**src/rtl/core/pdsc_pkg.sv**
```systemverilog
`timescale 1ns / 1ps
// ============================================================================
// pdsc_pkg
// Shared types, widths and tables of the PLL divider setting calculator.
// ============================================================================
package pdsc_pkg;

    localparam int unsigned CRYSTAL_W    = 16;
    localparam int unsigned FREQ_W       = 22;
    localparam int unsigned BW_W         = 4;
    localparam int unsigned VCO_W        = 24;    // 4 * max frequency fits
    localparam int unsigned FRAC_W       = 15;
    localparam int unsigned WORD_W       = VCO_W + FRAC_W;
    localparam int unsigned DIV_STEPS    = WORD_W;
    localparam int unsigned HALF_W       = CRYSTAL_W - 1;
    localparam int unsigned QTR_W        = CRYSTAL_W - 2;
    localparam int unsigned REM_W        = HALF_W;
    localparam int unsigned SEL_W        = 4;
    localparam int unsigned NUM_MULT     = 10;
    localparam int unsigned ROUND_STEP   = VCO_W - 1;

    localparam logic [CRYSTAL_W-1:0] CRYSTAL_RESET = 16'd28800;
    localparam int unsigned          VCO_LIMIT     = 3560000;

    localparam logic [6:0] MULT_TAB [NUM_MULT] = '{
        7'd96, 7'd64, 7'd48, 7'd32, 7'd24, 7'd16, 7'd12, 7'd8, 7'd6, 7'd4
    };

    // Largest frequency whose product with each multiplier stays below the limit
    localparam logic [FREQ_W-1:0] F_MAX [NUM_MULT-1] = '{
        22'((VCO_LIMIT - 1) / 96), 22'((VCO_LIMIT - 1) / 64),
        22'((VCO_LIMIT - 1) / 48), 22'((VCO_LIMIT - 1) / 32),
        22'((VCO_LIMIT - 1) / 24), 22'((VCO_LIMIT - 1) / 16),
        22'((VCO_LIMIT - 1) / 12), 22'((VCO_LIMIT - 1) / 8),
        22'((VCO_LIMIT - 1) / 6)
    };

    localparam logic [7:0] ODIV_TAB [NUM_MULT/2] = '{
        8'h82, 8'h42, 8'h22, 8'h12, 8'h0A
    };

    localparam logic [7:0] MODE_DIV3      = 8'h02;
    localparam logic [7:0] MODE_HIGH_BAND = 8'h08;

    // Bandwidth code placed in mode bits 7:6
    localparam logic [1:0] BW_CODE_6MHZ = 2'b10;
    localparam logic [1:0] BW_CODE_7MHZ = 2'b01;
    localparam logic [1:0] BW_CODE_8MHZ = 2'b00;
    localparam logic [BW_W-1:0] BW_SEL_6 = 4'd6;
    localparam logic [BW_W-1:0] BW_SEL_7 = 4'd7;

    typedef struct packed {
        logic [WORD_W-1:0] word;     // dividend bits shift out, quotient bits in
        logic [REM_W-1:0]  rem;
        logic              rnd;
        logic [SEL_W-1:0]  sel;
        logic [1:0]        bw_code;
    } pipe_t;

    typedef struct packed {
        logic [3:0] count_nine_cycles;
        logic [7:0] total_cycles;
        logic [7:0] fraction_high;
        logic [7:0] fraction_low;
        logic [7:0] output_divider;
        logic [7:0] mode_byte;
        logic [6:0] vco_multiplier;
    } res_t;

endpackage

```
**src/rtl/core/pdsc_mult_sel.sv**
```systemverilog
`timescale 1ns / 1ps
// ============================================================================
// pdsc_mult_sel
// Multiplier choice, VCO value and bandwidth code of one request.
// ============================================================================
module pdsc_mult_sel (
    input  logic [pdsc_pkg::FREQ_W-1:0] frequency_khz,
    input  logic [pdsc_pkg::BW_W-1:0]   bandwidth_mhz,
    output pdsc_pkg::pipe_t             pipe_out
);

    logic [pdsc_pkg::SEL_W-1:0]        sel;
    logic [pdsc_pkg::FREQ_W+6:0]       prod;
    logic [1:0]                        bw_code;

    // Take the lowest index whose threshold still holds; fall back to the last
    always_comb begin
        sel = pdsc_pkg::SEL_W'(pdsc_pkg::NUM_MULT - 1);
        for (int i = pdsc_pkg::NUM_MULT - 2; i >= 0; i--) begin
            if (frequency_khz <= pdsc_pkg::F_MAX[i]) begin
                sel = pdsc_pkg::SEL_W'(i);
            end
        end
    end

    assign prod = (pdsc_pkg::FREQ_W+7)'(frequency_khz)
                * (pdsc_pkg::FREQ_W+7)'(pdsc_pkg::MULT_TAB[sel]);

    always_comb begin
        unique case (bandwidth_mhz)
            pdsc_pkg::BW_SEL_6: bw_code = pdsc_pkg::BW_CODE_6MHZ;
            pdsc_pkg::BW_SEL_7: bw_code = pdsc_pkg::BW_CODE_7MHZ;
            default:            bw_code = pdsc_pkg::BW_CODE_8MHZ;
        endcase
    end

    always_comb begin
        pipe_out         = '0;
        pipe_out.word    = {prod[pdsc_pkg::VCO_W-1:0], {pdsc_pkg::FRAC_W{1'b0}}};
        pipe_out.sel     = sel;
        pipe_out.bw_code = bw_code;
    end

endmodule

```
**src/rtl/core/pdsc_div_step.sv**
```systemverilog
`timescale 1ns / 1ps
// ============================================================================
// pdsc_div_step
// One restoring division step: one quotient bit against half the crystal.
// ============================================================================
module pdsc_div_step (
    input  pdsc_pkg::pipe_t             pipe_in,
    input  logic [pdsc_pkg::HALF_W-1:0] half,
    input  logic [pdsc_pkg::QTR_W-1:0]  quarter,
    input  logic                        round_point,
    output pdsc_pkg::pipe_t             pipe_out
);

    logic [pdsc_pkg::REM_W:0]   trial;
    logic                       ge;
    logic [pdsc_pkg::REM_W:0]   diff;
    logic [pdsc_pkg::REM_W-1:0] rem_next;

    assign trial    = {pipe_in.rem, pipe_in.word[pdsc_pkg::WORD_W-1]};
    assign ge       = trial >= {1'b0, half};
    assign diff     = trial - {1'b0, half};
    assign rem_next = ge ? diff[pdsc_pkg::REM_W-1:0] : trial[pdsc_pkg::REM_W-1:0];

    always_comb begin
        pipe_out      = pipe_in;
        pipe_out.word = {pipe_in.word[pdsc_pkg::WORD_W-2:0], ge};
        pipe_out.rem  = rem_next;
        // After the last integer bit the remainder is exact: latch the round-up
        if (round_point) begin
            pipe_out.rnd = rem_next >= pdsc_pkg::REM_W'(quarter);
        end
    end

endmodule

```
**src/rtl/core/pdsc_pack.sv**
```systemverilog
`timescale 1ns / 1ps
// ============================================================================
// pdsc_pack
// Rounds the quotient and packs the PLL register bytes.
// ============================================================================
module pdsc_pack (
    input  pdsc_pkg::pipe_t pipe_in,
    output pdsc_pkg::res_t  res_out
);

    logic [pdsc_pkg::VCO_W-1:0]  quo;
    logic [pdsc_pkg::FRAC_W-1:0] frac;
    logic [15:0]                 xdiv;
    logic [2:0]                  am;
    logic [7:0]                  pm;

    assign quo  = pipe_in.word[pdsc_pkg::WORD_W-1:pdsc_pkg::FRAC_W];
    assign frac = pipe_in.word[pdsc_pkg::FRAC_W-1:0];
    assign xdiv = quo[15:0] + 16'(pipe_in.rnd);
    assign am   = xdiv[2:0];
    assign pm   = xdiv[10:3];

    always_comb begin
        if (am < 3'd2) begin
            res_out.count_nine_cycles = {1'b1, am};
            res_out.total_cycles      = pm - 8'd1;
        end else begin
            res_out.count_nine_cycles = {1'b0, am};
            res_out.total_cycles      = pm;
        end
        // Bit 15 mirrors bit 14: set once the fraction reaches half scale
        res_out.fraction_high  = {frac[14], frac[14:8]};
        res_out.fraction_low   = frac[7:0];
        res_out.output_divider = pdsc_pkg::ODIV_TAB[pipe_in.sel[3:1]];
        res_out.mode_byte      = {pipe_in.bw_code, 6'd0} | pdsc_pkg::MODE_HIGH_BAND
                               | (pipe_in.sel[0] ? pdsc_pkg::MODE_DIV3 : 8'h00);
        res_out.vco_multiplier = pdsc_pkg::MULT_TAB[pipe_in.sel];
    end

endmodule

```
**src/rtl/core/pll_divider_setting_calc.sv**
```systemverilog
`timescale 1ns / 1ps
// ============================================================================
// pll_divider_setting_calc
// Fractional-N tuner PLL divider calculator, fully pipelined.
// ============================================================================
// The block accepts one tuning request per clock while the output is not held
// back and returns one result per request, in order. In the divider the VCO
// value is divided by half the crystal frequency one quotient bit per stage,
// 24 integer bits followed by 15 fraction bits, 39 stages in all. One stage
// ahead of it picks the multiplier and forms the VCO value, and the output
// register behind it packs the register bytes. Each stage has its own valid
// bit and advances whenever the stage after it is empty or moving, so bubbles
// close up while the output waits. Write cfg_crystal_khz only with the
// pipeline empty.
// ============================================================================
module pll_divider_setting_calc (
    input  logic        aclk,
    input  logic        aresetn,

    input  logic        cfg_valid,
    output logic        cfg_ready,
    input  logic [15:0] cfg_crystal_khz,

    input  logic        s_valid,
    output logic        s_ready,
    input  logic [21:0] s_frequency_khz,
    input  logic [3:0]  s_bandwidth_mhz,

    output logic        m_valid,
    input  logic        m_ready,
    output logic [3:0]  m_count_nine_cycles,
    output logic [7:0]  m_total_cycles,
    output logic [7:0]  m_fraction_high,
    output logic [7:0]  m_fraction_low,
    output logic [7:0]  m_output_divider,
    output logic [7:0]  m_mode_byte,
    output logic [6:0]  m_vco_multiplier
);

    localparam int unsigned NUM_PIPE = pdsc_pkg::DIV_STEPS + 1;   // select + steps
    localparam int unsigned OUT_IDX  = NUM_PIPE;

    // ------------------------------------------------------------------
    // Configuration: the crystal register is always ready for a transaction
    // ------------------------------------------------------------------
    logic [pdsc_pkg::CRYSTAL_W-1:0] crystal_reg;
    logic [pdsc_pkg::HALF_W-1:0]    half;
    logic [pdsc_pkg::QTR_W-1:0]     quarter;

    assign cfg_ready = 1'b1;

    always_ff @(posedge aclk) begin
        if (!aresetn) begin
            crystal_reg <= pdsc_pkg::CRYSTAL_RESET;
        end else if (cfg_valid && cfg_ready) begin
            crystal_reg <= cfg_crystal_khz;
        end
    end

    // Half the crystal, forced to one when the crystal is below 2 kHz
    always_comb begin
        half = crystal_reg[pdsc_pkg::CRYSTAL_W-1:1];
        if (half == '0) begin
            half = pdsc_pkg::HALF_W'(1);
        end
    end
    assign quarter = crystal_reg[pdsc_pkg::CRYSTAL_W-1:2];

    // ------------------------------------------------------------------
    // Stage handshake: a stage loads when empty or when its successor loads
    // ------------------------------------------------------------------
    logic [OUT_IDX:0]  valid_reg;
    logic [OUT_IDX:0]  stage_ready;

    genvar k;
    generate
        for (k = 0; k < OUT_IDX; k++) begin : g_ready
            assign stage_ready[k] = !valid_reg[k] || stage_ready[k+1];
        end
    endgenerate
    assign stage_ready[OUT_IDX] = !valid_reg[OUT_IDX] || m_ready;
    assign s_ready              = stage_ready[0];

    // ------------------------------------------------------------------
    // Stage 0: multiplier selection and VCO value
    // ------------------------------------------------------------------
    pdsc_pkg::pipe_t pipe_reg  [NUM_PIPE];
    pdsc_pkg::pipe_t pipe_next [NUM_PIPE];

    pdsc_mult_sel u_mult_sel (
        .frequency_khz (s_frequency_khz),
        .bandwidth_mhz (s_bandwidth_mhz),
        .pipe_out      (pipe_next[0])
    );

    always_ff @(posedge aclk) begin
        if (!aresetn) begin
            valid_reg[0] <= 1'b0;
        end else if (stage_ready[0]) begin
            valid_reg[0] <= s_valid;
        end
    end

    always_ff @(posedge aclk) begin
        if (stage_ready[0]) begin
            pipe_reg[0] <= pipe_next[0];
        end
    end

    // ------------------------------------------------------------------
    // Stages 1..39: one restoring division step each
    // ------------------------------------------------------------------
    generate
        for (k = 1; k < NUM_PIPE; k++) begin : g_div
            pdsc_div_step u_step (
                .pipe_in     (pipe_reg[k-1]),
                .half        (half),
                .quarter     (quarter),
                .round_point (k - 1 == pdsc_pkg::ROUND_STEP),
                .pipe_out    (pipe_next[k])
            );

            always_ff @(posedge aclk) begin
                if (!aresetn) begin
                    valid_reg[k] <= 1'b0;
                end else if (stage_ready[k]) begin
                    valid_reg[k] <= valid_reg[k-1];
                end
            end

            // Hold payload while stalled; advance otherwise
            always_ff @(posedge aclk) begin
                if (stage_ready[k]) begin
                    pipe_reg[k] <= pipe_next[k];
                end
            end
        end
    endgenerate

    // ------------------------------------------------------------------
    // Output register: rounding and byte packing
    // ------------------------------------------------------------------
    pdsc_pkg::res_t res_next;
    pdsc_pkg::res_t res_reg;

    pdsc_pack u_pack (
        .pipe_in (pipe_reg[NUM_PIPE-1]),
        .res_out (res_next)
    );

    always_ff @(posedge aclk) begin
        if (!aresetn) begin
            valid_reg[OUT_IDX] <= 1'b0;
        end else if (stage_ready[OUT_IDX]) begin
            valid_reg[OUT_IDX] <= valid_reg[NUM_PIPE-1];
        end
    end

    always_ff @(posedge aclk) begin
        if (stage_ready[OUT_IDX]) begin
            res_reg <= res_next;
        end
    end

    assign m_valid             = valid_reg[OUT_IDX];
    assign m_count_nine_cycles = res_reg.count_nine_cycles;
    assign m_total_cycles      = res_reg.total_cycles;
    assign m_fraction_high     = res_reg.fraction_high;
    assign m_fraction_low      = res_reg.fraction_low;
    assign m_output_divider    = res_reg.output_divider;
    assign m_mode_byte         = res_reg.mode_byte;
    assign m_vco_multiplier    = res_reg.vco_multiplier;

    // ------------------------------------------------------------------
    // Assertions
    // ------------------------------------------------------------------
    // An accepted request always lands in the first stage
    a_accept_loads: assert property (@(posedge aclk) disable iff (!aresetn)
        s_valid && s_ready |=> valid_reg[0])
        else $error("accepted request did not enter the pipeline");

    // The partial remainder leaving the divider stays below the divisor
    a_rem_bound: assert property (@(posedge aclk) disable iff (!aresetn)
        valid_reg[NUM_PIPE-1] |-> pipe_reg[NUM_PIPE-1].rem < half)
        else $error("division remainder out of range");

    // The count-to-9 field is always folded into the range 2..9
    a_count_range: assert property (@(posedge aclk) disable iff (!aresetn)
        m_valid |-> (m_count_nine_cycles >= 4'd2) && (m_count_nine_cycles <= 4'd9))
        else $error("count-to-9 field out of range");

    // Divide-by-3 bit matches the multiplier, and the high band bit is set
    a_mode_consistent: assert property (@(posedge aclk) disable iff (!aresetn)
        m_valid |-> m_mode_byte[3] && (m_mode_byte[1] ==
            (m_vco_multiplier == 7'd64 || m_vco_multiplier == 7'd32 ||
             m_vco_multiplier == 7'd16 || m_vco_multiplier == 7'd8 ||
             m_vco_multiplier == 7'd4)))
        else $error("mode byte inconsistent with multiplier");

endmodule

```
**config.mk**
```make
export PLATFORM = sky130hd
export DESIGN_NAME = pll_divider_setting_calc
export DESIGN_NICKNAME = d
export VERILOG_FILES = /design/src/rtl/core/pdsc_pkg.sv /design/src/rtl/core/pdsc_mult_sel.sv /design/src/rtl/core/pdsc_div_step.sv /design/src/rtl/core/pdsc_pack.sv /design/src/rtl/core/pll_divider_setting_calc.sv
export SDC_FILE = /design/constraint.sdc
export NUM_CORES = 2
export LEC_CHECK = 0
export ABC_CLOCK_PERIOD_IN_PS = 19000
export BUFFER_PORTS_ARGS = -buffer_cell sky130_fd_sc_hd__buf_2
export CAP_MARGIN = 10
export CELL_PAD_IN_SITES_DETAIL_PLACEMENT = 0
export CELL_PAD_IN_SITES_GLOBAL_PLACEMENT = 2
export CORE_ASPECT_RATIO = 1.75
export CORE_UTILIZATION = 41
export DETAILED_ROUTE_END_ITERATION = 8
export PLACE_DENSITY_LB_ADDON = 0.1
export SLEW_MARGIN = 20
export SYNTH_ARGS = -nofsm -noshare
export SYNTH_HDL_FRONTEND = slang
export SYNTH_SLANG_ARGS = --single-unit
```
**constraint.sdc**
```tcl
create_clock -name aclk -period 19 [get_ports aclk]
set_clock_uncertainty 0.1 [all_clocks]
set_input_delay 3.8 -clock aclk [delete_from_list [all_inputs] [get_ports aclk]]
set_output_delay 3.8 -clock aclk [all_outputs]
set_load 0.05 [all_outputs]
```
Word-level counts from Yosys, hierarchy flattened
Memories as Yosys holds them, arrays and structs flattened. A register that Yosys moved wholly into a read port is not among the register bits.
Cells that the tools add are included.
- $add $sub $neg: 41
- multiply operators: 1
- $lt $le $gt $ge: 51
- equality and inequality tests: 2
- multiplexer cells: 134
- bitwise gates (word level): 4
- reduce and logical (&&, ||, !) cells: 83
- operators with widths (operator ; number):
    >= comparator 16 x 15 -> 1 bit ; 39
    2-to-1 mux 15 bit ; 40
    subtractor 15 bit ; 39
    2-to-1 mux 1 bit ; 81
    <= comparator 22 x 16 -> 1 bit (second input constant) ; 2
    <= comparator 22 x 17 -> 1 bit (second input constant) ; 2
    <= comparator 22 x 18 -> 1 bit (second input constant) ; 2
    <= comparator 22 x 19 -> 1 bit (second input constant) ; 2
    logical NOT 1 bit ; 41
    logical OR 1 bit ; 41
    2-to-1 mux 4 bit ; 8
    multiplier 22 x 7 -> 24 bit ; 1
    <= comparator 22 x 20 -> 1 bit (second input constant) ; 1
    >= comparator 15 x 14 -> 1 bit ; 1
    logical NOT 15 bit ; 1
    2-to-1 mux 7 bit ; 2
    2-to-1 mux 12 bit ; 1
    adder 11 x 1 -> 11 bit ; 1
    inverter 4 -> 5 bit ; 2
    equality test 4 x 3 -> 1 bit (second input constant) ; 2
    bitwise OR 8 bit ; 1
    subtractor 8 x 1 -> 8 bit (second input constant) ; 1
    >= comparator 5 bit (second input constant) ; 1
    inverter 3 -> 4 bit ; 1
    other kinds (3) ; 3
- flip-flop bits (word level): 92
- RAM bits: 2440
- ROM bits: 288
- input port bits: 47
- output and inout bits: 54
- memories kept: 4
- memory list (name ; depth ; bits a word ; read ports ; clocked after Yosys merged registers in ; write ports ; line ; source):
    pipe_reg ; 40 ; 61 ; 40 ; 0 ; 40 ; pll_divider_setting_calc.sv:87 ; pdsc_pkg::pipe_t pipe_reg [NUM_PIPE];
    (no name shown) ; 16 ; 7 ; 1 ; 0 ; 0 ; pdsc_mult_sel.sv:27 ; * (pdsc_pkg::FREQ_W+7)'(pdsc_pkg::MULT_TAB[sel]);
    (no name shown) ; 16 ; 7 ; 1 ; 1 ; 0 ; pdsc_pack.sv:37 ; res_out.vco_multiplier = pdsc_pkg::MULT_TAB[pipe_in.sel];
    (no name shown) ; 8 ; 8 ; 1 ; 1 ; 0 ; pdsc_pack.sv:34 ; res_out.output_divider = pdsc_pkg::ODIV_TAB[pipe_in.sel[3:1]];

Longest topological paths before layout
- word-level depth: 44
- gate-level depth with buffers: 27
- mapped depth without buffers: 25

Hierarchy
A second synthesis with hierarchy kept.
- cell total of the unflattened synthesis: 13042
- area, all modules: 149812.4 um2
- by module, submodules not included (module ; times used ; cells each ; area an instance (um2)):
    pll_divider_setting_calc ; 1 ; 2785 ; 77224.1
    pdsc_div_step at g_div[10].u_step ... ; 27 ; 246 ; 1722.9
    pdsc_div_step at g_div[24].u_step ... ; 11 ; 247 ; 1731.7
    pdsc_mult_sel ; 1 ; 561 ; 4647.0
    pdsc_div_step at g_div[2].u_step ; 1 ; 235 ; 1632.8
    pdsc_pack ; 1 ; 102 ; 742.0

Worst setup path before layout
OpenSTA, ideal clock, no wires.
- path type: input -> output
- from: input port m_ready
- to: output port s_ready
- arrival: 8.540 ns
- data required time: 15.100 ns
- path slack: 6.560 ns
- cell stages on the path: 12
- buffers on the path: 0
- path through: and2b_1 -> inv_1 -> nor4_2 -> and3_1 -> and2_1 -> inv_1 -> nor2_1 -> inv_1 -> nor4_2 -> and3_1 -> and2_1 -> nand2_1
- cells in the longest elaborated chain, start to end: 41
- RTL lines (what ; line ; source):
    start: declaration ; pll_divider_setting_calc.sv:30 ; input logic m_ready,
    logical OR 1 bit ; pll_divider_setting_calc.sv:81 ; assign stage_ready[OUT_IDX] = !valid_reg[OUT_IDX] || m_ready;
    named net stage_ready[40] ; pll_divider_setting_calc.sv:73 ; logic [OUT_IDX:0] stage_ready;
    logical OR 1 bit (18 in a row) ; pll_divider_setting_calc.sv:78 ; assign stage_ready[k] = !valid_reg[k] || stage_ready[k+1];
    named net stage_ready[22] ; pll_divider_setting_calc.sv:73 ;
    logical OR 1 bit (2 in a row) ; pll_divider_setting_calc.sv:78 ;
    named net stage_ready[20] ; pll_divider_setting_calc.sv:73 ;
    logical OR 1 bit (20 in a row) ; pll_divider_setting_calc.sv:78 ;
    end: declaration ; pll_divider_setting_calc.sv:25 ; output logic s_ready,
The timed path passes the listed nets, and every way through them passes these cells.

Worst setup path in the final report
Ends and elaborated chain as after synthesis.

==> metrics <==
Yosys cell types 77; Crit path largest cell delay 660 ps; Routed Antenna Nets 0; TritonCTS clock tree done; row count 216; post-CTS resize count 0; Peak VDD IR around 0.077 mV; router iterations before antenna repair 7; Min-Delay Path Class reg -> reg; dpl hpwl around 150000 µm; endpoints failing hold 0; All-Layer GR Usage 20.56%; worst skew pair latency 810 ps; CP bufs+invs 6; Seq/Total Area, Yosys a little under three fifths; Tightest Pin Transition 1096 ps; cts hold-fix bufs 0; max reg flops 1453; share of layout cells above drive strength 1 11.32%; post-synthesis instance area 0.08161 mm²; first-pass GRT wire length around 310000 µm; Vias approximately 51000; Critical Path Source Type input pin; status finished, final reports clean; power density over the cells 165.2 mW/mm²; Non-Filler Instances 9497; Crit path required time 15100 ps; # setup viols final 0; initial core utilization between 40% and 50%; max-cap viol count 0; fin crit share 62.97%; CTS Buf Count 158; most frequent cells in the layout edfxtp_1 (1493), ha_1 (631), nand2_1 (501); max_slew headroom 26.92%; H-tree depth reported by CTS 4; Crit path max-delay family simple AND/OR/NAND/NOR gates; initial antenna violation count 5; fmax 0.08359 GHz; DR DRC count 0; clk sink count 1549; register bit total from synthesis 1549; postcts setup bufs 0; Post-synth top flop edfxtp_1; setup TNS 0 ps; crit path cell chain buf_2 > and2b_1 > inv_2 > nor4_2 > and3_1 > and2_1 > inv_1 > nor2_1 > inv_1 > nor4_2 > and3_1 > and2_1 > nand2_1 > buf_4 > buf_2; Die H 592.2 µm; Layout area overhead 11.11%; Setup crit end kind output pin; placed cell count 9217; syn_area_per_cell roughly 12 µm²; # nets final 7549; CP max stage cell nor4_2; vias per cell 5.386; Reg clk slew, reported paths 70 ps; 1st-iter DRT viols approximately 2600; Max FO, Critical Path 42; P_leak 35.43 nW; drt wl/cell 21.86 µm; RSZ-0062 raised after global routing false; hold path start pipe_reg[2][455]; Crit. Startpoint m_ready; core footprint a little under 0.2 mm²; worst path arrival time 8060 ps; clk buf depth 4; die area 0.2009 mm²; Port Buffers 89; Routed WL 207600 µm; largest net degree at the start of global routing 57; routability cong. between 0.8 and 0.9; Die X 339.3 µm; Max Slew Vio Count 0; critical path class in -> out; EDFF count, synth 1493; most common cell after layout, fill and taps aside edfxtp_1; minimum clock period 11960 ps; Root Driver clkbuf_16; R2R Path Start crystal_reg[5]; Synth Instances 6540; Overflow after GRT 0; fillcell total 18040; Top Ports 101; Post-synth ARST share 0%; vias in the first global route 52910; Syn. warnings 0
logic make-up after synthesis:
family	after synthesis	share of synthesized area (%)
buffers and inverters	395	1.883
adder cells (fa/ha/maj)	741	12.37
AO/OA/AOI/OAI	1422	10.72
XOR/XNOR	412	4.422
multiplexers	293	3.979
flip-flops	1549	56.31
AND/OR/NAND/NOR	1726	10.30
other	2	0.009202
cell type report:
cell class | count | area, µm² | area share (%)
diodes | 1 | 2.502 | 0.002760
clock buffers | 189 | 4144 | 4.570
clock inverters | 90 | 894.6 | 0.9866
inverters | 264 | 1013 | 1.118
multi-input cells | 4610 | 34270 | 37.80
flip-flops and latches | 1549 | 45960 | 50.69
well taps | 2616 | 3273 | 3.610
repair buffers | 178 | 1114 | 1.228
stage by stage:
step / setup WS [ps] / util [%] / instance area, µm² / power [mW] / hold slack (ps)
6_report: 7037 / 45.83 / 90670 / 14.98 / 287.2
5_1_grt: 6593 / 45.83 / 90670 / 16.01 / 299.2
4_1_cts: 6970 / 45.82 / 90650 / 15.18 / 286.5
3_5_place_dp: 6433 / 43.28 / 85620 / 11.99 / 304.5
3_3_place_gp: 6448 / 43.28 / 85610 / 11.95 / 300.7
2_1_floorplan: 6560 / - / 81660 / 10.27 / 300.3
report_power, final:
part	total (mW)	internal [mW]	switching, mW
Clock	3.10	1.76	1.34
Sequential	5.85	5.29	0.557
Combinational	6.02	2.64	3.39
Total	15.0	9.69	5.29
cells in the mapped netlist, drive strengths merged, types with 58 or more instances:
library cell / n / share of area (%)
o21ai: 428 / 2.6
nand4: 92 / 0.71
a21o: 100 / 0.92
inv: 264 / 1.2
nand2b: 92 / 0.71
nor3: 118 / 0.72
and3: 58 / 0.44
mux2: 251 / 3.5
and2: 87 / 0.67
xor2: 201 / 2.2
xnor2: 211 / 2.3
nand2: 509 / 2.3
o21a: 92 / 0.85
fa: 110 / 2.7
nor2: 376 / 1.7
a21oi: 418 / 2.6
clkbuf: 105 / 0.48
edfxtp: 1493 / 55
ha: 631 / 9.7
nor2b: 122 / 0.94
nand3: 106 / 0.65
final timing paths:
check | endpoint | slack [ps] | cells past startpoint
max reg2reg | pipe_reg[3][441] | 12510 | 16
min reg2reg | pipe_reg[3][29] | 290 | 0
min | pipe_reg[3][29] | 290 | 0
max | s_ready | 7040 | 15
metal layers:
layer / global-route usage, % / vias up / share of wire (%)
li1: - / 24970 / -
met1: 20.58 / 25130 / 36
met2: 43.17 / 708 / 59
met3: 1.915 / 340 / 2.3
met4: 6.596 / 2 / 3.3
met5: 0 / - / 0.0063
No activity file was read; power rests on OpenSTA's default activity.
